$ cat config.mk
export PLATFORM = sky130hd
export DESIGN_NAME = trajectory_playback_sequencer_core
export DESIGN_NICKNAME = d
export VERILOG_FILES = /design/src/rtl/tps_pkg.sv /design/src/rtl/trajectory_playback_sequencer_core.sv
export SDC_FILE = /design/constraint.sdc
export NUM_CORES = 1
export LEC_CHECK = 0
export BUFFER_PORTS_ARGS = -buffer_cell sky130_fd_sc_hd__buf_2
export CORE_MARGIN = 2
export CORE_UTILIZATION = 30
export DETAILED_ROUTE_END_ITERATION = 6
export HOLD_SLACK_MARGIN = 0.15
export PLACE_DENSITY = 0.47
export SETUP_SLACK_MARGIN = 0.15
export SLEW_MARGIN = 10
export SYNTH_ARGS = -nofsm -noshare
export SYNTH_HDL_FRONTEND = slang
export SYNTH_SLANG_ARGS = --single-unit
$ cat constraint.sdc
create_clock -name clk -period 10.61 [get_ports clk]
set_input_delay 1.061 -clock clk [delete_from_list [all_inputs] [get_ports clk]]
set_output_delay 1.061 -clock clk [all_outputs]
set_load 0.01 [all_outputs]
$ cat src/rtl/tps_pkg.sv
// Package for the trajectory playback sequencer.
// Holds command, run state, reply and sequencer state types and fixed-point constants.
// No dependencies.
package tps_pkg;

    localparam int MAX_POINTS = 65536;
    localparam int POINT_W    = 17;
    localparam int INDEX_W    = 16;
    localparam int FACTOR_W   = 18;
    localparam int ACC_W      = 33;
    localparam int RAMP_W     = 16;
    localparam int JOINT_W    = 4;
    localparam int PCT_W      = 8;
    localparam int STEP_W     = 5;

    localparam logic [FACTOR_W-1:0] ONE_FACTOR     = 18'h10000;
    localparam logic [FACTOR_W-1:0] FACTOR_MAX     = 18'd167116;
    localparam logic [RAMP_W-1:0]   SPEED_DIVISOR  = 16'd100;
    localparam logic [RAMP_W-1:0]   SLOWDOWN_RESET = 16'd500;
    localparam logic [JOINT_W-1:0]  JOINTS_RESET   = 4'd6;
    localparam logic [STEP_W-1:0]   MUL_LAST_STEP  = 5'd15;
    localparam logic [STEP_W-1:0]   DIV_LAST_STEP  = 5'd17;

    typedef enum logic [3:0] {
        MODE_TICK     = 4'd0,
        MODE_START    = 4'd1,
        MODE_STOP     = 4'd2,
        MODE_RESUME   = 4'd3,
        MODE_PAUSE    = 4'd4,
        MODE_EXECUTE  = 4'd5,
        MODE_SPEED    = 4'd6,
        MODE_SECURITY = 4'd7,
        MODE_LOAD     = 4'd8
    } mode_t;

    typedef enum logic [1:0] {
        RUN_STOPPED  = 2'd0,
        RUN_RESUMING = 2'd1,
        RUN_PAUSING  = 2'd2,
        RUN_RUNNING  = 2'd3
    } run_t;

    typedef enum logic [2:0] {
        REPLY_OK             = 3'd0,
        REPLY_RESUME_REFUSED = 3'd1,
        REPLY_PAUSE_REFUSED  = 3'd2,
        REPLY_NO_TRAJECTORY  = 3'd3,
        REPLY_UNKNOWN        = 3'd4,
        REPLY_NOT_IN_PLACE   = 3'd5
    } reply_t;

    typedef enum logic [0:0] {
        CFG_SLOWDOWN = 1'b0,
        CFG_JOINTS   = 1'b1
    } cfg_t;

    typedef enum logic [2:0] {
        SEQ_IDLE,
        SEQ_MUL,
        SEQ_DIV,
        SEQ_APPLY,
        SEQ_TICK_END,
        SEQ_EMIT
    } seq_state_t;

endpackage

$ cat src/rtl/trajectory_playback_sequencer_core.sv
// Trajectory playback sequencer: command decode, point accumulator and ramp unit.
// Ramp and speed values come from a bit-serial shift-add multiplier and restoring divider.
// Depends on tps_pkg.
// A tick that recomputes a ramp factor runs 16 multiply and 18 divide steps, and set
// speed runs 18 divide steps; other ticks and other commands use neither unit.
// A result is registered in the emit state; the next item can be taken in the cycle after.
// Reset (rst_n low, asynchronous): run state running, factor 0, saved factor 1.0,
// slowdown_ticks 500, joint_total 6, one active point, no loaded trajectory, no result.
module trajectory_playback_sequencer_core (
    input  logic                           clk,
    input  logic                           rst_n,
    input  logic                           item_valid,
    output logic                           item_stall,
    input  logic [3:0]                     mode,
    input  logic [tps_pkg::POINT_W-1:0]    point_count,
    input  logic [tps_pkg::JOINT_W-1:0]    joint_count,
    input  logic [tps_pkg::PCT_W-1:0]      speed_percent,
    input  logic                           start_in_place,
    input  logic                           joint_fault,
    output logic                           result_valid,
    input  logic                           result_stall,
    output logic [1:0]                     run_state,
    output logic [tps_pkg::FACTOR_W-1:0]   speed_factor,
    output logic [tps_pkg::INDEX_W-1:0]    point_index,
    output logic [2:0]                     reply_code,
    output logic                           drive_enable,
    input  logic                           cfg_valid,
    output logic                           cfg_ready,
    input  logic [0:0]                     cfg_index,
    input  logic [tps_pkg::RAMP_W-1:0]     cfg_data
);

    tps_pkg::seq_state_t state_reg, state_next;
    tps_pkg::run_t       run_reg, run_next;
    tps_pkg::reply_t     reply_reg, reply_next;

    logic [tps_pkg::FACTOR_W-1:0] factor_reg, factor_next;
    logic [tps_pkg::FACTOR_W-1:0] saved_reg, saved_next;
    logic [tps_pkg::ACC_W-1:0]    acc_reg, acc_next;
    logic [tps_pkg::RAMP_W-1:0]   ramp_reg, ramp_next;
    logic [tps_pkg::POINT_W-1:0]  active_len_reg, active_len_next;
    logic [tps_pkg::POINT_W-1:0]  loaded_len_reg, loaded_len_next;
    logic [tps_pkg::INDEX_W-1:0]  index_reg, index_next;
    logic [tps_pkg::RAMP_W-1:0]   slowdown_reg, slowdown_next;
    logic [tps_pkg::JOINT_W-1:0]  joint_total_reg, joint_total_next;
    logic                         result_valid_reg, result_valid_next;

    logic [tps_pkg::RAMP_W-1:0]   rem_reg, rem_next;
    logic [tps_pkg::FACTOR_W-1:0] quo_reg, quo_next;
    logic [tps_pkg::RAMP_W-1:0]   mul_n_reg, mul_n_next;
    logic [tps_pkg::RAMP_W-1:0]   div_d_reg, div_d_next;
    logic [tps_pkg::STEP_W-1:0]   cnt_reg, cnt_next;
    logic                         fault_reg, fault_next;
    logic                         speed_job_reg, speed_job_next;

    tps_pkg::run_t                out_run_reg, out_run_next;
    tps_pkg::reply_t              out_reply_reg, out_reply_next;
    logic [tps_pkg::FACTOR_W-1:0] out_factor_reg, out_factor_next;
    logic [tps_pkg::INDEX_W-1:0]  out_index_reg, out_index_next;
    logic                         out_drive_reg, out_drive_next;

    logic                         item_take;
    logic                         result_free;
    logic [tps_pkg::ACC_W:0]      acc_sum;
    logic [tps_pkg::ACC_W-1:0]    acc_add;
    logic [tps_pkg::RAMP_W-1:0]   ramp_d;
    logic [tps_pkg::RAMP_W-1:0]   ramp_inc;
    logic [tps_pkg::RAMP_W-1:0]   ramp_r;
    logic [tps_pkg::RAMP_W-1:0]   ramp_n;
    logic [tps_pkg::ACC_W:0]      mul_sum;
    logic [tps_pkg::RAMP_W:0]     div_trial;
    logic [tps_pkg::RAMP_W:0]     div_diff;
    logic                         div_ge;
    logic [tps_pkg::INDEX_W-1:0]  last_point;
    logic [tps_pkg::POINT_W-1:0]  acc_point;
    logic                         at_last;
    logic [tps_pkg::INDEX_W-1:0]  tick_index;
    logic [tps_pkg::POINT_W-1:0]  load_len;

    assign item_take   = item_valid && !item_stall;
    assign result_free = !result_valid_reg || !result_stall;

    assign acc_sum  = {1'b0, acc_reg} + {{(tps_pkg::ACC_W + 1 - tps_pkg::FACTOR_W){1'b0}},
                      factor_reg};
    assign acc_add  = acc_sum[tps_pkg::ACC_W] ? {tps_pkg::ACC_W{1'b1}}
                                              : acc_sum[tps_pkg::ACC_W-1:0];
    assign ramp_d   = (slowdown_reg == '0) ? 16'd1 : slowdown_reg;
    assign ramp_inc = (ramp_reg == '1) ? ramp_reg : ramp_reg + 16'd1;
    assign ramp_r   = (ramp_inc < ramp_d) ? ramp_inc : ramp_d;
    assign ramp_n   = (run_reg == tps_pkg::RUN_PAUSING) ? ramp_d - ramp_r : ramp_r;

    assign mul_sum   = {rem_reg[tps_pkg::RAMP_W-2:0], quo_reg, 1'b0}
                     + (mul_n_reg[tps_pkg::RAMP_W-1]
                        ? {{(tps_pkg::ACC_W + 1 - tps_pkg::FACTOR_W){1'b0}}, saved_reg}
                        : '0);
    assign div_trial = {rem_reg, quo_reg[tps_pkg::FACTOR_W-1]};
    assign div_ge    = div_trial >= {1'b0, div_d_reg};
    assign div_diff  = div_trial - {1'b0, div_d_reg};

    assign last_point = (active_len_reg == '0) ? '0
                      : tps_pkg::INDEX_W'(active_len_reg - 17'd1);
    assign acc_point  = acc_reg[tps_pkg::ACC_W-1:tps_pkg::INDEX_W];
    assign at_last    = acc_point >= {1'b0, last_point};
    assign tick_index = at_last ? last_point : acc_point[tps_pkg::INDEX_W-1:0];
    assign load_len   = (point_count > tps_pkg::POINT_W'(tps_pkg::MAX_POINTS))
                      ? tps_pkg::POINT_W'(tps_pkg::MAX_POINTS) : point_count;

    assign item_stall   = (state_reg != tps_pkg::SEQ_IDLE);
    assign cfg_ready    = 1'b1;
    assign result_valid = result_valid_reg;
    assign run_state    = out_run_reg;
    assign speed_factor = out_factor_reg;
    assign point_index  = out_index_reg;
    assign reply_code   = out_reply_reg;
    assign drive_enable = out_drive_reg;

    always_comb
    begin
        state_next        = state_reg;
        run_next          = run_reg;
        reply_next        = reply_reg;
        factor_next       = factor_reg;
        saved_next        = saved_reg;
        acc_next          = acc_reg;
        ramp_next         = ramp_reg;
        active_len_next   = active_len_reg;
        loaded_len_next   = loaded_len_reg;
        index_next        = index_reg;
        slowdown_next     = slowdown_reg;
        joint_total_next  = joint_total_reg;
        result_valid_next = result_valid_reg && result_stall;
        rem_next          = rem_reg;
        quo_next          = quo_reg;
        mul_n_next        = mul_n_reg;
        div_d_next        = div_d_reg;
        cnt_next          = cnt_reg;
        fault_next        = fault_reg;
        speed_job_next    = speed_job_reg;
        out_run_next      = out_run_reg;
        out_reply_next    = out_reply_reg;
        out_factor_next   = out_factor_reg;
        out_index_next    = out_index_reg;
        out_drive_next    = out_drive_reg;

        if (cfg_valid && cfg_ready)
        begin
            case (tps_pkg::cfg_t'(cfg_index))
                tps_pkg::CFG_SLOWDOWN: slowdown_next    = cfg_data;
                tps_pkg::CFG_JOINTS:   joint_total_next = cfg_data[tps_pkg::JOINT_W-1:0];
                default:               slowdown_next    = slowdown_reg;
            endcase
        end

        case (state_reg)
            tps_pkg::SEQ_IDLE:
            begin
                if (item_take)
                begin
                    reply_next     = tps_pkg::REPLY_OK;
                    fault_next     = joint_fault;
                    speed_job_next = 1'b0;
                    state_next     = tps_pkg::SEQ_EMIT;
                    case (tps_pkg::mode_t'(mode))
                        tps_pkg::MODE_TICK:
                        begin
                            acc_next   = acc_add;
                            state_next = tps_pkg::SEQ_TICK_END;
                            if (run_reg == tps_pkg::RUN_PAUSING ||
                                run_reg == tps_pkg::RUN_RESUMING)
                            begin
                                ramp_next = ramp_inc;
                                if (run_reg == tps_pkg::RUN_RESUMING || factor_reg != '0)
                                begin
                                    rem_next   = '0;
                                    quo_next   = '0;
                                    mul_n_next = ramp_n;
                                    div_d_next = ramp_d;
                                    cnt_next   = tps_pkg::MUL_LAST_STEP;
                                    state_next = tps_pkg::SEQ_MUL;
                                end
                            end
                        end
                        tps_pkg::MODE_START:
                        begin
                            run_next    = tps_pkg::RUN_RUNNING;
                            acc_next    = '0;
                            factor_next = tps_pkg::ONE_FACTOR;
                            saved_next  = tps_pkg::ONE_FACTOR;
                        end
                        tps_pkg::MODE_STOP, tps_pkg::MODE_SECURITY:
                        begin
                            run_next    = tps_pkg::RUN_STOPPED;
                            factor_next = '0;
                            if (factor_reg != '0)
                                saved_next = factor_reg;
                        end
                        tps_pkg::MODE_RESUME:
                        begin
                            if (run_reg == tps_pkg::RUN_PAUSING)
                            begin
                                run_next  = tps_pkg::RUN_RESUMING;
                                ramp_next = '0;
                            end
                            else
                                reply_next = tps_pkg::REPLY_RESUME_REFUSED;
                        end
                        tps_pkg::MODE_PAUSE:
                        begin
                            if (run_reg == tps_pkg::RUN_RUNNING)
                            begin
                                run_next  = tps_pkg::RUN_PAUSING;
                                ramp_next = '0;
                                if (factor_reg != '0)
                                    saved_next = factor_reg;
                            end
                            else
                                reply_next = tps_pkg::REPLY_PAUSE_REFUSED;
                        end
                        tps_pkg::MODE_EXECUTE:
                        begin
                            if (loaded_len_reg == '0)
                                reply_next = tps_pkg::REPLY_NO_TRAJECTORY;
                            else if (!start_in_place)
                                reply_next = tps_pkg::REPLY_NOT_IN_PLACE;
                            else
                            begin
                                active_len_next = loaded_len_reg;
                                run_next        = tps_pkg::RUN_RUNNING;
                                factor_next     = saved_reg;
                                acc_next        = '0;
                            end
                        end
                        tps_pkg::MODE_SPEED:
                        begin
                            speed_job_next = 1'b1;
                            rem_next       = {{(tps_pkg::RAMP_W - tps_pkg::PCT_W + 2){1'b0}},
                                              speed_percent[tps_pkg::PCT_W-1:2]};
                            quo_next       = {speed_percent[1:0],
                                              {(tps_pkg::FACTOR_W - 2){1'b0}}};
                            div_d_next     = tps_pkg::SPEED_DIVISOR;
                            cnt_next       = tps_pkg::DIV_LAST_STEP;
                            state_next     = tps_pkg::SEQ_DIV;
                        end
                        tps_pkg::MODE_LOAD:
                        begin
                            if (joint_count == joint_total_reg)
                                loaded_len_next = load_len;
                        end
                        default:
                            reply_next = tps_pkg::REPLY_UNKNOWN;
                    endcase
                end
            end
            tps_pkg::SEQ_MUL:
            begin
                rem_next   = mul_sum[tps_pkg::ACC_W:tps_pkg::FACTOR_W];
                quo_next   = mul_sum[tps_pkg::FACTOR_W-1:0];
                mul_n_next = {mul_n_reg[tps_pkg::RAMP_W-2:0], 1'b0};
                cnt_next   = cnt_reg - 5'd1;
                if (cnt_reg == '0)
                begin
                    cnt_next   = tps_pkg::DIV_LAST_STEP;
                    state_next = tps_pkg::SEQ_DIV;
                end
            end
            tps_pkg::SEQ_DIV:
            begin
                rem_next = div_ge ? div_diff[tps_pkg::RAMP_W-1:0]
                                  : div_trial[tps_pkg::RAMP_W-1:0];
                quo_next = {quo_reg[tps_pkg::FACTOR_W-2:0], div_ge};
                cnt_next = cnt_reg - 5'd1;
                if (cnt_reg == '0)
                    state_next = tps_pkg::SEQ_APPLY;
            end
            tps_pkg::SEQ_APPLY:
            begin
                if (speed_job_reg)
                begin
                    if (run_reg == tps_pkg::RUN_RUNNING)
                        factor_next = quo_reg;
                    else
                        saved_next = quo_reg;
                    state_next = tps_pkg::SEQ_EMIT;
                end
                else
                begin
                    factor_next = quo_reg;
                    if (run_reg == tps_pkg::RUN_RESUMING && quo_reg == saved_reg)
                        run_next = tps_pkg::RUN_RUNNING;
                    state_next = tps_pkg::SEQ_TICK_END;
                end
            end
            tps_pkg::SEQ_TICK_END:
            begin
                if (run_reg == tps_pkg::RUN_RUNNING && fault_reg)
                begin
                    run_next    = tps_pkg::RUN_STOPPED;
                    factor_next = '0;
                    if (factor_reg != '0)
                        saved_next = factor_reg;
                end
                index_next = tick_index;
                if (at_last && factor_next != '0)
                begin
                    if (run_next != tps_pkg::RUN_PAUSING)
                    begin
                        run_next   = tps_pkg::RUN_PAUSING;
                        ramp_next  = '0;
                        saved_next = factor_next;
                    end
                    factor_next = '0;
                end
                state_next = tps_pkg::SEQ_EMIT;
            end
            tps_pkg::SEQ_EMIT:
            begin
                if (result_free)
                begin
                    result_valid_next = 1'b1;
                    out_run_next      = run_reg;
                    out_reply_next    = reply_reg;
                    out_factor_next   = factor_reg;
                    out_index_next    = index_reg;
                    out_drive_next    = (run_reg != tps_pkg::RUN_STOPPED);
                    state_next        = tps_pkg::SEQ_IDLE;
                end
            end
            default:
                state_next = tps_pkg::SEQ_IDLE;
        endcase
    end

    always_ff @(posedge clk or negedge rst_n)
    begin
        if (!rst_n)
        begin
            state_reg        <= tps_pkg::SEQ_IDLE;
            run_reg          <= tps_pkg::RUN_RUNNING;
            factor_reg       <= '0;
            saved_reg        <= tps_pkg::ONE_FACTOR;
            acc_reg          <= '0;
            ramp_reg         <= '0;
            active_len_reg   <= 17'd1;
            loaded_len_reg   <= '0;
            index_reg        <= '0;
            slowdown_reg     <= tps_pkg::SLOWDOWN_RESET;
            joint_total_reg  <= tps_pkg::JOINTS_RESET;
            result_valid_reg <= 1'b0;
        end
        else
        begin
            state_reg        <= state_next;
            run_reg          <= run_next;
            factor_reg       <= factor_next;
            saved_reg        <= saved_next;
            acc_reg          <= acc_next;
            ramp_reg         <= ramp_next;
            active_len_reg   <= active_len_next;
            loaded_len_reg   <= loaded_len_next;
            index_reg        <= index_next;
            slowdown_reg     <= slowdown_next;
            joint_total_reg  <= joint_total_next;
            result_valid_reg <= result_valid_next;
        end
    end

    always_ff @(posedge clk)
    begin
        reply_reg      <= reply_next;
        rem_reg        <= rem_next;
        quo_reg        <= quo_next;
        mul_n_reg      <= mul_n_next;
        div_d_reg      <= div_d_next;
        cnt_reg        <= cnt_next;
        fault_reg      <= fault_next;
        speed_job_reg  <= speed_job_next;
        out_run_reg    <= out_run_next;
        out_reply_reg  <= out_reply_next;
        out_factor_reg <= out_factor_next;
        out_index_reg  <= out_index_next;
        out_drive_reg  <= out_drive_next;
    end

endmodule

==> results of run 1 <==
## cells by family after synthesis
group,count (synthesis)
buffers and inverters,197
AOI/OAI and AO/OA,584
xor gates and xnor gates,93
other,1
adders and majority gates,104
DFF,277
muxes,33
and+or+nand+nor,647
## per-stage QoR
step / instance area, µm² / power (mW) / worst slack, ns
after floorplan: 18000 / 3.44 / 4.21
after global placement: 19400 / 4.16 / 3.50
after detailed placement: 19400 / 4.18 / 3.36
after CTS: 20500 / 5.44 / 3.34
after global routing: 20500 / 5.80 / 2.72
final: 20500 / 5.39 / 3.28
## per-layer routing
metal	vias to the layer above	global-route usage
met5	-	0
met4	2	0.0580
met3	77	0.0243
met2	364	0.263
met1	7357	0.251
li1	7338	-
## critical path, stage by stage (launching register included)
cell and delay [ns]:
sky130_fd_sc_hd__dfrtp_1 0.47, sky130_fd_sc_hd__ha_1 0.37, sky130_fd_sc_hd__inv_1 0.07, sky130_fd_sc_hd__nor4_1 0.46, sky130_fd_sc_hd__nor3_1 0.16, sky130_fd_sc_hd__xnor2_1 0.65, sky130_fd_sc_hd__inv_1 0.24, sky130_fd_sc_hd__ha_1 0.36
sky130_fd_sc_hd__o21a_1 0.15, sky130_fd_sc_hd__a21oi_1 0.09, sky130_fd_sc_hd__or3_1 0.41, sky130_fd_sc_hd__o21ai_0 0.39, sky130_fd_sc_hd__a21o_1 0.69, sky130_fd_sc_hd__nor2_1 0.08, sky130_fd_sc_hd__a21oi_1 0.20, sky130_fd_sc_hd__ha_1 0.21
sky130_fd_sc_hd__inv_1 0.06, sky130_fd_sc_hd__fa_1 0.41, sky130_fd_sc_hd__inv_1 0.10, sky130_fd_sc_hd__nor2_1 0.05, sky130_fd_sc_hd__a32o_1 0.25, sky130_fd_sc_hd__o221ai_2 0.23, sky130_fd_sc_hd__a21oi_1 0.16, sky130_fd_sc_hd__o311ai_1 0.29
sky130_fd_sc_hd__a21oi_1 0.11, sky130_fd_sc_hd__or4_1 0.41, sky130_fd_sc_hd__a21oi_1 0.14
## where the power goes
part	switching (mW)	internal (mW)	total, mW
registers	0.359	1.51	1.87
clock network	0.495	0.731	1.23
logic	1.43	0.862	2.29
## placed cells by master (no fill, tap or decap), types with 13 or more instances in the layout
master / count
sky130_fd_sc_hd__nand4_1: 26
sky130_fd_sc_hd__nor2b_1: 14
sky130_fd_sc_hd__or2_2: 19
sky130_fd_sc_hd__nand3_1: 48
sky130_fd_sc_hd__a21oi_1: 93
sky130_fd_sc_hd__a211o_1: 13
sky130_fd_sc_hd__nor4_1: 33
sky130_fd_sc_hd__o2bb2ai_1: 21
sky130_fd_sc_hd__buf_4: 27
sky130_fd_sc_hd__o31ai_1: 13
sky130_fd_sc_hd__clkbuf_16: 38
sky130_fd_sc_hd__o21bai_1: 13
sky130_fd_sc_hd__buf_2: 97
sky130_fd_sc_hd__o21a_1: 24
sky130_fd_sc_hd__a221o_1: 23
sky130_fd_sc_hd__xnor2_1: 49
sky130_fd_sc_hd__dfrtp_1: 149
sky130_fd_sc_hd__a21o_1: 23
sky130_fd_sc_hd__o21ai_0: 139
sky130_fd_sc_hd__mux2_2: 29
sky130_fd_sc_hd__inv_1: 97
sky130_fd_sc_hd__a211oi_1: 21
sky130_fd_sc_hd__ha_1: 98
sky130_fd_sc_hd__and3_1: 15
sky130_fd_sc_hd__xor2_1: 44
sky130_fd_sc_hd__nor3_1: 42
sky130_fd_sc_hd__and2_1: 34
sky130_fd_sc_hd__a22oi_1: 24
sky130_fd_sc_hd__a22o_1: 23
sky130_fd_sc_hd__or3_1: 17
sky130_fd_sc_hd__nor2_1: 167
sky130_fd_sc_hd__nand2_1: 186
sky130_fd_sc_hd__a31oi_1: 30
sky130_fd_sc_hd__edfxtp_1: 116
## cell type report
class,instances,share of cell area
multi-input cells,1462,0.478
flip-flops and latches,277,0.367
clock buffers,50,0.0504
well taps,773,0.0471
repair buffers,125,0.0341
inverters,97,0.0177
clock inverters,14,0.00640
## how the worst max path moves through the flow
stage,start,to,slack (ns),depth (start not counted)
6_report,ramp_reg[0],mul_n_reg[14],3.28,26
5_1_grt,ramp_reg[0],mul_n_reg[14],2.72,26
4_1_cts,ramp_reg[0],mul_n_reg[11],3.34,24
3_5_place_dp,ramp_reg[0],mul_n_reg[11],3.36,24
3_3_place_gp,ramp_reg[0],mul_n_reg[14],3.50,26
2_1_floorplan,ramp_reg[0],mul_n_reg[11],4.21,26
==> run summary, run 1 <==
==================================================================================================
Register cell area after layout .....................................................     7530 µm²
Clock latency reported for the late side of the worst-skew pair .....................      0.56 ns
Synth top area share ................................................................        0.207
Largest register FFs ................................................................           33
Worst path arrival time .............................................................      7.74 ns
Crit path required time .............................................................     11.02 ns
Yosys warnings ......................................................................            0
Number of synthesized flops with an enable pin ......................................          116
Number of buffers on the longest clock path .........................................            3
Number of violations reported at the end of detailed-routing iteration 0 ............        1,196
Static Leakage ......................................................................      8.91 nW
Post-detailed-route count of antenna-violating nets .................................            0
GRT Resource Usage Total ............................................................        0.173
Setup slack on the worst flop-to-flop path ..........................................      3.28 ns
Initial core utilization ............................................................        0.304
Setup violations, final .............................................................            0
Flip-flop and latch count after synthesis ...........................................          277
Post-DP HPWL ........................................................................      38.9 mm
Endpoint kind of the worst setup timing path ........................................    flip-flop
Post-Synth XOR/XNOR Area ............................................................       0.0452
Least-Margin Pin Slew ...............................................................      1.22 ns
Final period demand of the worst path ...............................................      7.33 ns
Number of buffers added to fix hold violations after cts ............................            0
FFs w/ async S/R, synth .............................................................        0.581
H-tree level count ..................................................................            2
Number of top-level pins ............................................................          100
Most repeated cell in the gate-level netlist after synthesis ........................ sky130_fd_sc_hd__nand2_1
Post-Syn Instances ..................................................................        1,936
Crit Reg-Reg Startpoint .............................................................  ramp_reg[0]
Core region area ....................................................................   59,200 µm²
Wire length after detailed routing ..................................................      54.2 mm
Vias in the first global route ......................................................       14,900
Highest metal layer with signal wires ...............................................         met5
Via-to-Cell Ratio ...................................................................         5.41
Number of setup buffers added after CTS .............................................            0
First-pass GRT wire length ..........................................................      86.2 mm
Routability congestion estimate from global placement ...............................        0.875
Final worst hold slack ..............................................................     0.368 ns
Count of clock tree sinks ...........................................................          277
Die outline area ....................................................................   62,100 µm²
Pin count of the biggest net entering global routing ................................           75
Number of antenna violations at the first check in global routing ...................            1
Most used flip-flop cell after synthesis ............................................ sky130_fd_sc_hd__dfrtp_1
Mapped Area .........................................................................   18,000 µm²
Post-synth net total ................................................................        2,095
CTS buffer count ....................................................................           35
Number of non-filler instances in the completed layout ..............................        2,798
Utilization of the core after routing ...............................................        0.347
Clock transition time at the flip-flop clock pins of the worst setup and hold paths .      0.06 ns
Result of the run ...................................................................    completed
Startpoint kind of the worst setup timing path ......................................    flip-flop
Height of the die ...................................................................       249 µm
Unrepaired setup endpoints after global routing .....................................        false
Area growth syn-to-layout ...........................................................        13.9%
Die width ...........................................................................       249 µm
Final Slew Violations ...............................................................            0
Largest fanout on the critical path .................................................           20
Max-capacitance violation count .....................................................            0
Final Net Count .....................................................................        2,157
Total negative slack ................................................................         0 ns
FF-to-FF path depth .................................................................           26
Class of the most critical hold timing path .........................................  in -> async
Worst flop-to-flop path endpoint .................................................... mul_n_reg[14]
Complex-gate fraction of the synthesized area .......................................        0.227
Fraction of the mapped netlist area in simple logic gates ...........................        0.175
Footprint of the multi-input gates ..................................................     9810 µm²
Metal2 WL ...........................................................................      23.5 mm
Top cells by instance count after synthesis ......................................... sky130_fd_sc_hd__nand2_1 (186), sky130_fd_sc_hd__nor2_1 (168), sky130_fd_sc_hd__dfrtp_1 (149)
Detail-routed net length per standard cell ..........................................      19.4 µm
Timing-limited maximum frequency ....................................................    0.136 GHz
Count of vias placed by the detailed router .........................................       15,100
Count of buffers from port buffering ................................................           98
Max Clock Skew ......................................................................    0.0150 ns
Fraction of the mapped netlist area in adder cells ..................................       0.0735
Avg Synthesized Cell Area ...........................................................     9.32 µm²
Dominant combinational cell family by area after synthesis .......................... compound AO/OA/AOI/OAI gates
GRT overflow ........................................................................            0
Ratio of cells with drive above 1 in the final layout ...............................        0.133
DR DRC count ........................................................................            0
Period utilization ..................................................................        0.691
Max_slew headroom ...................................................................        0.181
Root Driver ......................................................................... sky130_fd_sc_hd__clkbuf_16
Count of unique library cells instantiated by Yosys .................................           93
Worst vdd ir ........................................................................     0.112 mV
Cells resized by post-CTS repair ....................................................            0
Number of cells in the design after placement .......................................        2,734
Final-layout fill cell count ........................................................        6,080
Site Rows ...........................................................................           89
1st-pass router iterations ..........................................................            5
Routed length on met3 ...............................................................      2.58 mm
Number of antenna repair diodes .....................................................            0
Critical path type ..................................................................   reg -> reg
Share of cell area taken by muxes after synthesis ...................................       0.0203
Most area-hungry cell type in the Yosys netlist ..................................... sky130_fd_sc_hd__dfrtp_1
Portion of the post-synthesis area used by sequential elements ......................        0.417
Cell types with the largest area share after synthesis .............................. sky130_fd_sc_hd__dfrtp_1 (21%), sky130_fd_sc_hd__edfxtp_1 (19%), sky130_fd_sc_hd__ha_1 (6.8%), sky130_fd_sc_hd__nand2_1 (3.9%), sky130_fd_sc_hd__o21ai_0 (3.9%)
Met1 routed wirelength after detailed routing .......................................      26.6 mm
Pwr per Cell Area ...................................................................   263 nW/µm²
Final hold violation count ..........................................................            0
TritonCTS clock tree ................................................................         done
==================================================================================================
Power figures use the tool's default switching activity.
==> run 2: changes to the inputs <==
--- a/config.mk
+++ b/config.mk
@@ -5,6 +5,7 @@
 export SDC_FILE = /design/constraint.sdc
 export NUM_CORES = 1
 export LEC_CHECK = 0
+export ABC_AREA = 1
 export BUFFER_PORTS_ARGS = -buffer_cell sky130_fd_sc_hd__buf_2
 export CORE_MARGIN = 2
 export CORE_UTILIZATION = 30
==> constraint.sdc (replaced) <==
create_clock -name clk -period 7.5 [get_ports clk]
set_input_delay 0.75 -clock clk [delete_from_list [all_inputs] [get_ports clk]]
set_output_delay 0.75 -clock clk [all_outputs]
set_load 0.01 [all_outputs]
==> run summary, run 2 <==
==================================================================================================
Critical path buffers and inverters .................................................            5   +1
Endpoint kind of the worst setup timing path ........................................    flip-flop
Routability congestion estimate from global placement ...............................        0.849   -3.0%
Register cell area after layout .....................................................     7530 µm²   unchanged
Timing-limited maximum frequency ....................................................    0.170 GHz   +24%
1st-pass router iterations ..........................................................            5   unchanged
Final period demand of the worst path ...............................................      5.89 ns   -1.44 ns
Height of the die ...................................................................       253 µm   +1.5%
Number of antenna violations at the first check in global routing ...................            5   +4
Avg Synthesized Cell Area ...........................................................     7.71 µm²   -17%
Peak per-stage delay on the critical path ...........................................      0.41 ns   -0.28 ns
Startpoint kind of the worst setup timing path ......................................    flip-flop
Largest register FFs ................................................................           33   unchanged
Vias in the first global route ......................................................       16,300   +9.8%
Clock transition time at the flip-flop clock pins of the worst setup and hold paths .      0.06 ns   about the same
Synth top area share ................................................................        0.201   -0.00600
H-tree level count ..................................................................            2   unchanged
Max-capacitance violation count .....................................................            0   unchanged
DR DRC count ........................................................................            0   unchanged
Number of antenna repair diodes .....................................................            0   unchanged
Ratio of cells with drive above 1 in the final layout ...............................       0.0970   -0.0364
Class of the most critical hold timing path .........................................    in -> reg
Crit path required time .............................................................      7.81 ns   -3.21 ns
Most repeated cell in the gate-level netlist after synthesis ........................ sky130_fd_sc_hd__nand2_1
Area growth syn-to-layout ...........................................................        13.3%
Most used flip-flop cell after synthesis ............................................ sky130_fd_sc_hd__dfrtp_1
Count of unique library cells instantiated by Yosys .................................           63   -32%
GRT overflow ........................................................................            0   unchanged
GRT Resource Usage Total ............................................................        0.177   +0.00400
First-pass GRT wire length ..........................................................      90.2 mm   +4.6%
Portion of the post-synthesis area used by sequential elements ......................        0.405   -0.0121
Detail-routed net length per standard cell ..........................................      17.1 µm   -12%
Total negative slack ................................................................         0 ns   unchanged
Number of buffers on the longest clock path .........................................            3   unchanged
Count of buffers from port buffering ................................................           98   unchanged
Wire length after detailed routing ..................................................      56.3 mm   +3.8%
Critical path type ..................................................................   reg -> reg
Initial core utilization ............................................................        0.302   -0.00233
Post-Syn Instances ..................................................................        2,408   +24%
Pin count of the biggest net entering global routing ................................           65   -13%
Number of top-level pins ............................................................          100   unchanged
Final-layout fill cell count ........................................................        6,581   +8.2%
Largest fanout on the critical path .................................................           27   +35%
Source of the worst hold timing path ................................................  joint_fault
Most area-hungry cell type in the Yosys netlist ..................................... sky130_fd_sc_hd__dfrtp_1
Static Leakage ......................................................................      9.78 nW   +9.7%
Setup violations, final .............................................................            0   unchanged
Number of setup buffers added after CTS .............................................            0   unchanged
Post-synth net total ................................................................        2,567   +23%
Number of violations reported at the end of detailed-routing iteration 0 ............        1,179   -1.4%
Clock latency reported for the late side of the worst-skew pair .....................      0.56 ns   about the same
Post-DP HPWL ........................................................................      41.4 mm   +6.2%
Count of clock tree sinks ...........................................................          277   unchanged
Worst path arrival time .............................................................      6.20 ns   -1.54 ns
Highest-count cells in the layout ignoring fill and taps ............................ sky130_fd_sc_hd__nand2_1 (470), sky130_fd_sc_hd__inv_1 (354), sky130_fd_sc_hd__nor2_1 (215), sky130_fd_sc_hd__o21ai_0 (210), sky130_fd_sc_hd__dfrtp_1 (149)
CTS buffer count ....................................................................           37   +5.7%
Number of synthesized flops with an enable pin ......................................          116   unchanged
Instance count along the most critical hold path ....................................            1
Final worst hold slack ..............................................................     0.409 ns   +0.0407 ns
Beginning of the critical path ......................................................  ramp_reg[0]
Period utilization ..................................................................        0.786   +0.0947
Cell types with the largest area share after synthesis .............................. sky130_fd_sc_hd__dfrtp_1 (20%), sky130_fd_sc_hd__edfxtp_1 (19%), sky130_fd_sc_hd__nand2_1 (9.5%), sky130_fd_sc_hd__inv_1 (7.2%), sky130_fd_sc_hd__ha_1 (6.6%)
Final Slew Violations ...............................................................            0   unchanged
Pwr per Cell Area ...................................................................   472 nW/µm²   +80%
Footprint of the multi-input gates ..................................................     9380 µm²   -4.3%
Site Rows ...........................................................................           91   +2.2%
Flip-flop and latch count after synthesis ...........................................          277   unchanged
Yosys warnings ......................................................................            0   unchanged
Mapped Area .........................................................................   18,600 µm²   +3.0%
Least-Margin Pin Slew ...............................................................      1.18 ns   -0.0404 ns
Via-to-Cell Ratio ...................................................................         5.09   -6.0%
Result of the run ...................................................................    completed
Die width ...........................................................................       253 µm   +1.5%
Root Driver ......................................................................... sky130_fd_sc_hd__clkbuf_16
Cell family with the largest share of critical-path delay ........................... simple AND/OR/NAND/NOR gates
Die outline area ....................................................................   63,900 µm²   +2.9%
Unrepaired setup endpoints after global routing .....................................        false
FFs w/ async S/R, synth .............................................................        0.581   unchanged
Top cells by instance count after synthesis ......................................... sky130_fd_sc_hd__nand2_1 (470), sky130_fd_sc_hd__inv_1 (354), sky130_fd_sc_hd__nor2_1 (217)
Post-detailed-route count of antenna-violating nets .................................            0   unchanged
Crit Reg-Reg Startpoint .............................................................  ramp_reg[0]
Commonest non-fill, non-tap cell in the layout ...................................... sky130_fd_sc_hd__nand2_1
FF-to-FF path depth .................................................................           36   +38%
Max_slew headroom ...................................................................        0.215   +0.0344
Worst vdd ir ........................................................................     0.296 mV   +170%
Number of gates on the worst path with buffers counted ..............................           36   +38%
TritonCTS clock tree ................................................................         done
Count of vias placed by the detailed router .........................................       16,800   +11%
Final hold violation count ..........................................................            0   unchanged
Max Clock Skew ......................................................................    0.0267 ns   +0.0117 ns
Final Net Count .....................................................................        2,639   +22%
Core region area ....................................................................   61,500 µm²   +3.8%
Slowest stage cell, crit path ....................................................... sky130_fd_sc_hd__dfrtp_1
==================================================================================================
run 2: cell count changes in the layout (fill, tap and decap cells not counted), sizes merged, moves of 23 or more:
cell / change
a221o: -23
and2: -32
inv: +267
mux2: -28
nand2: +300
nand3: +72
nor2: +56
nor3: +29
o211ai: +38
o21ai: +77
o22ai: +40
xnor2: -32
run 2: cells by family after synthesis:
logic type      after synthesis  synth area share
xor+xnor                     69            0.0325
fa+ha+maj                   102            0.0703
flops                       277             0.405
simple gates                983             0.233
other cells                   1          0.000202
buf+inv                     449            0.0929
mux                           1          0.000606
compound gates              526             0.165
run 2: layer usage:
| metal | GRT usage | wire (µm) |
|---|---|---|
| met3 | 0.0273 | 2810 |
| met2 | 0.286 | 25800 |
| met1 | 0.245 | 26500 |
| met4 | 0.0485 | 1120 |
| met5 | 0 | 57 |
run 2: final timing paths:
check | end | slack (ns)
max in group asynchronous | active_len_reg[14] | 5.59
setup / recovery | mul_n_reg[14] | 1.61
hold / removal | fault_reg | 0.41
hold reg to reg | reply_code[1] | 0.42
setup reg to reg | mul_n_reg[14] | 1.61
min in group asynchronous | factor_reg[11] | 0.69
run 2: cell type report:
type / count / area share
clock buffers: 51 / 0.0485
repair buffers: 116 / 0.0301
well taps: 790 / 0.0470
multi-input cells: 1682 / 0.446
flip-flops and latches: 277 / 0.358
inverters: 366 / 0.0653
clock inverters: 14 / 0.00582
run 2: through the flow:
stage	util	cells	total power [mW]	area [µm²]	setup slack (ns)
3_3_place_gp	0.323	3230	8.11	19900	1.70
2_1_floorplan	-	2408	6.68	18600	2.41
5_1_grt	0.342	3296	10.9	21100	0.993
3_5_place_dp	0.323	3230	8.20	19900	1.59
6_report	0.342	3296	9.93	21100	1.61
4_1_cts	0.342	3296	9.97	21000	1.57
run 2: power by group:
group | switching [mW] | internal, mW | leakage [nW]
clock network | 0.710 | 0.992 | 0.538
registers | 0.595 | 2.32 | 3.07
logic | 3.54 | 1.77 | 6.17
run 2: repair_timing:
action / in CTS / in global routing
gates resized for setup: 0 / 0
hold buffers: 1 / 0
endpoints found under the setup margin: 0 / 0
hold endpoints to repair: 34 / 0
==> run 3: changes to the inputs <==
--- a/config.mk
+++ b/config.mk
@@ -11,7 +11,7 @@
 export CORE_UTILIZATION = 30
 export DETAILED_ROUTE_END_ITERATION = 6
 export HOLD_SLACK_MARGIN = 0.15
-export PLACE_DENSITY = 0.47
+export PLACE_DENSITY = 0.49
 export SETUP_SLACK_MARGIN = 0.15
 export SLEW_MARGIN = 10
 export SYNTH_ARGS = -nofsm -noshare
==> constraint.sdc (replaced) <==
create_clock -name clk -period 5.4 [get_ports clk]
set_input_delay 0.54 -clock clk [delete_from_list [all_inputs] [get_ports clk]]
set_output_delay 0.54 -clock clk [all_outputs]
set_load 0.01 [all_outputs]
==> run summary, run 3 (synthesis results as in run 2) <==
==================================================================================================
Final-layout fill cell count ........................................................        6,479   -1.5%
1st-pass router iterations ..........................................................            6   +1
Max-capacitance violation count .....................................................            0   unchanged
Clock latency reported for the late side of the worst-skew pair .....................      0.56 ns   about the same
Sequential power share ..............................................................        0.284   -0.010
Height of the die ...................................................................       253 µm   unchanged
Static Leakage ......................................................................      10.1 nW   +3.1%
Ratio of cells with drive above 1 in the final layout ...............................        0.125   +0.0278
Count of buffers from port buffering ................................................           98   unchanged
Area growth syn-to-layout ...........................................................        16.4%
Crit Reg-Reg Startpoint .............................................................  ramp_reg[1]
Pwr per Cell Area ...................................................................   662 nW/µm²   +40%
Root Driver ......................................................................... sky130_fd_sc_hd__clkbuf_16
Post-DP HPWL ........................................................................      41.8 mm   +0.96%
Final Slew Violations ...............................................................            0   unchanged
Peak per-stage delay on the critical path ...........................................      0.42 ns   about the same
Number of non-filler instances in the completed layout ..............................        3,332   +1.1%
Final worst hold slack ..............................................................     0.208 ns   -0.201 ns
Switching power total ...............................................................      6.88 mW   +42%
GRT overflow ........................................................................            0   unchanged
Number of buffers on the longest clock path .........................................            3   unchanged
Period utilization ..................................................................        0.935   +0.149
Unrepaired setup endpoints after global routing .....................................        false
Final period demand of the worst path ...............................................      5.05 ns   -0.845 ns
Setup slack on the worst flop-to-flop path ..........................................      0.35 ns   -1.25 ns
TritonCTS clock tree ................................................................         done
Pin count of the biggest net entering global routing ................................           94   +45%
Number of antenna violations at the first check in global routing ...................            6   +1
Initial core utilization ............................................................        0.302   unchanged
Endpoint of the most critical setup path ............................................ mul_n_reg[12]
Max_slew headroom ...................................................................        0.204   -0.0113
Setup violations, final .............................................................            0   unchanged
FF-to-FF path depth .................................................................           34   -5.6%
Endpoint kind of the worst setup timing path ........................................    flip-flop
GRT Resource Usage Total ............................................................        0.178   +0.000625
DR DRC count ........................................................................            0   unchanged
Core region area ....................................................................   61,500 µm²   unchanged
Largest register FFs ................................................................           33   unchanged
Beginning of the critical path ......................................................  ramp_reg[1]
Final hold violation count ..........................................................            0   unchanged
Class of the most critical hold timing path .........................................    in -> reg
Site Rows ...........................................................................           91   unchanged
Cell family with the largest share of critical-path delay ........................... simple AND/OR/NAND/NOR gates
Worst vdd ir ........................................................................     0.354 mV   +19%
Via-to-Cell Ratio ...................................................................         5.04   -0.92%
First-pass GRT wire length ..........................................................      90.4 mm   +0.21%
Number of cells in the design after placement .......................................        3,247   +0.53%
Critical path buffers and inverters .................................................            4   -1
CTS buffer count ....................................................................           37   unchanged
Die outline area ....................................................................   63,900 µm²   unchanged
Wire length after detailed routing ..................................................      57.3 mm   +1.9%
Internal cell power .................................................................      7.43 mW   +46%
H-tree level count ..................................................................            2   unchanged
Post-placement cell area ............................................................   20,000 µm²   +0.70%
Post-detailed-route count of antenna-violating nets .................................            0   unchanged
Count of clock tree sinks ...........................................................          277   unchanged
Die width ...........................................................................       253 µm   unchanged
Critical path type ..................................................................   reg -> reg
Least-Margin Pin Slew ...............................................................      1.19 ns   +0.0125 ns
Detail-routed net length per standard cell ..........................................      17.2 µm   +0.78%
Fin area ............................................................................   21,600 µm²   +2.7%
Crit path required time .............................................................      5.72 ns   -2.09 ns
Timing-limited maximum frequency ....................................................    0.198 GHz   +17%
Count of vias placed by the detailed router .........................................       16,800   +0.16%
Commonest non-fill, non-tap cell in the layout ...................................... sky130_fd_sc_hd__nand2_1
Worst flop-to-flop path endpoint .................................................... mul_n_reg[12]
Max Clock Skew ......................................................................    0.0306 ns   +0.00384 ns
Clock share of power ................................................................        0.178   +0.007
Clock transition time at the flip-flop clock pins of the worst setup and hold paths .      0.06 ns   about the same
Largest fanout on the critical path .................................................            7   -74%
Startpoint kind of the worst setup timing path ......................................    flip-flop
Switching share of total power ......................................................        0.481   -0.00715
Logic gate share of total power .....................................................        0.539   +0.004
Final Net Count .....................................................................        2,670   +1.2%
Result of the run ...................................................................    completed
Worst path arrival time .............................................................      5.36 ns   -0.84 ns
Slowest stage cell, crit path ....................................................... sky130_fd_sc_hd__dfrtp_1
Vias in the first global route ......................................................       16,400   +0.61%
Routability congestion estimate from global placement ...............................        0.866   +2.0%
Number of violations reported at the end of detailed-routing iteration 0 ............        1,172   -0.59%
Number of top-level pins ............................................................          100   unchanged
Highest-count cells in the layout ignoring fill and taps ............................ sky130_fd_sc_hd__nand2_1 (463), sky130_fd_sc_hd__inv_1 (349), sky130_fd_sc_hd__nor2_1 (214), sky130_fd_sc_hd__o21ai_0 (202), sky130_fd_sc_hd__dfrtp_1 (149)
Number of gates on the worst path with buffers counted ..............................           34   -5.6%
==================================================================================================
-- run 3: cell types whose count changed in the layout (fill, tap and decap cells not counted), moves of 7 or more --
cell                      change
sky130_fd_sc_hd__o21ai_0      -8
sky130_fd_sc_hd__nand3_2      +7
sky130_fd_sc_hd__nand2_1      -7
sky130_fd_sc_hd__buf_4       +29
sky130_fd_sc_hd__nand3_1      -7
-- run 3: power by group through the flow --
stage / Combinational, mW / Clock [mW] / Sequential, mW
final: 7.71 / 2.54 / 4.06
after floorplan: 5.50 / 0 / 3.77
after global placement: 7.30 / 0 / 4.08
after CTS: 7.47 / 2.62 / 4.06
after global routing: 8.75 / 2.69 / 4.18
after detailed placement: 7.41 / 0 / 4.08
-- run 3: repair_timing --
item	4_1_cts	5_1_grt
setup endpoints to repair	7	13
gates resized for setup	4	54
hold buffers	1	0
pin swaps	0	27
endpoints found under the hold margin	57	0
setup buffers	0	14
-- run 3: worst min-delay path by stage --
stage	from	end	depth (start not counted)
after floorplan	rst_n	acc_reg[0]	0
after global placement	reply_reg[2]	reply_code[2]	0
after detailed placement	reply_reg[0]	reply_code[0]	0
after CTS	cfg_data[5]	slowdown_reg[5]	3
after global routing	joint_fault	fault_reg	1
final	joint_fault	fault_reg	1
-- run 3: layout make-up --
class                      count  area (µm²)  area share
antenna                        2        5.00    0.000232
clock buffer                  55        1130      0.0522
clock inverter                13         125     0.00579
inverter                     366        1370      0.0635
multi-input combinational   1682        9580       0.443
sequential                   277        7530       0.348
tap                          790         988      0.0457
timing repair buffer         147         892      0.0413
-- run 3: stage by stage --
| stage | utilization | setup WS [ns] | setup TNS [ns] | power [mW] |
|---|---|---|---|---|
| floorplan | - | 0.310 | 0 | 9.27 |
| global placement | 0.326 | 0.162 | 0 | 11.4 |
| detailed placement | 0.326 | -0.0403 | -0.0504 | 11.5 |
| CTS | 0.346 | 0.174 | 0 | 14.2 |
| global route | 0.352 | 0.0745 | 0 | 15.6 |
| finish | 0.352 | 0.352 | 0 | 14.3 |
-- run 3: layer usage --
metal	global-route usage	vias up	wire, µm
met2	0.285	399	26000
met4	0.0534	8	1340
met3	0.0304	97	2810
met1	0.244	7940	27100
li1	-	8345	-
met5	0	-	57
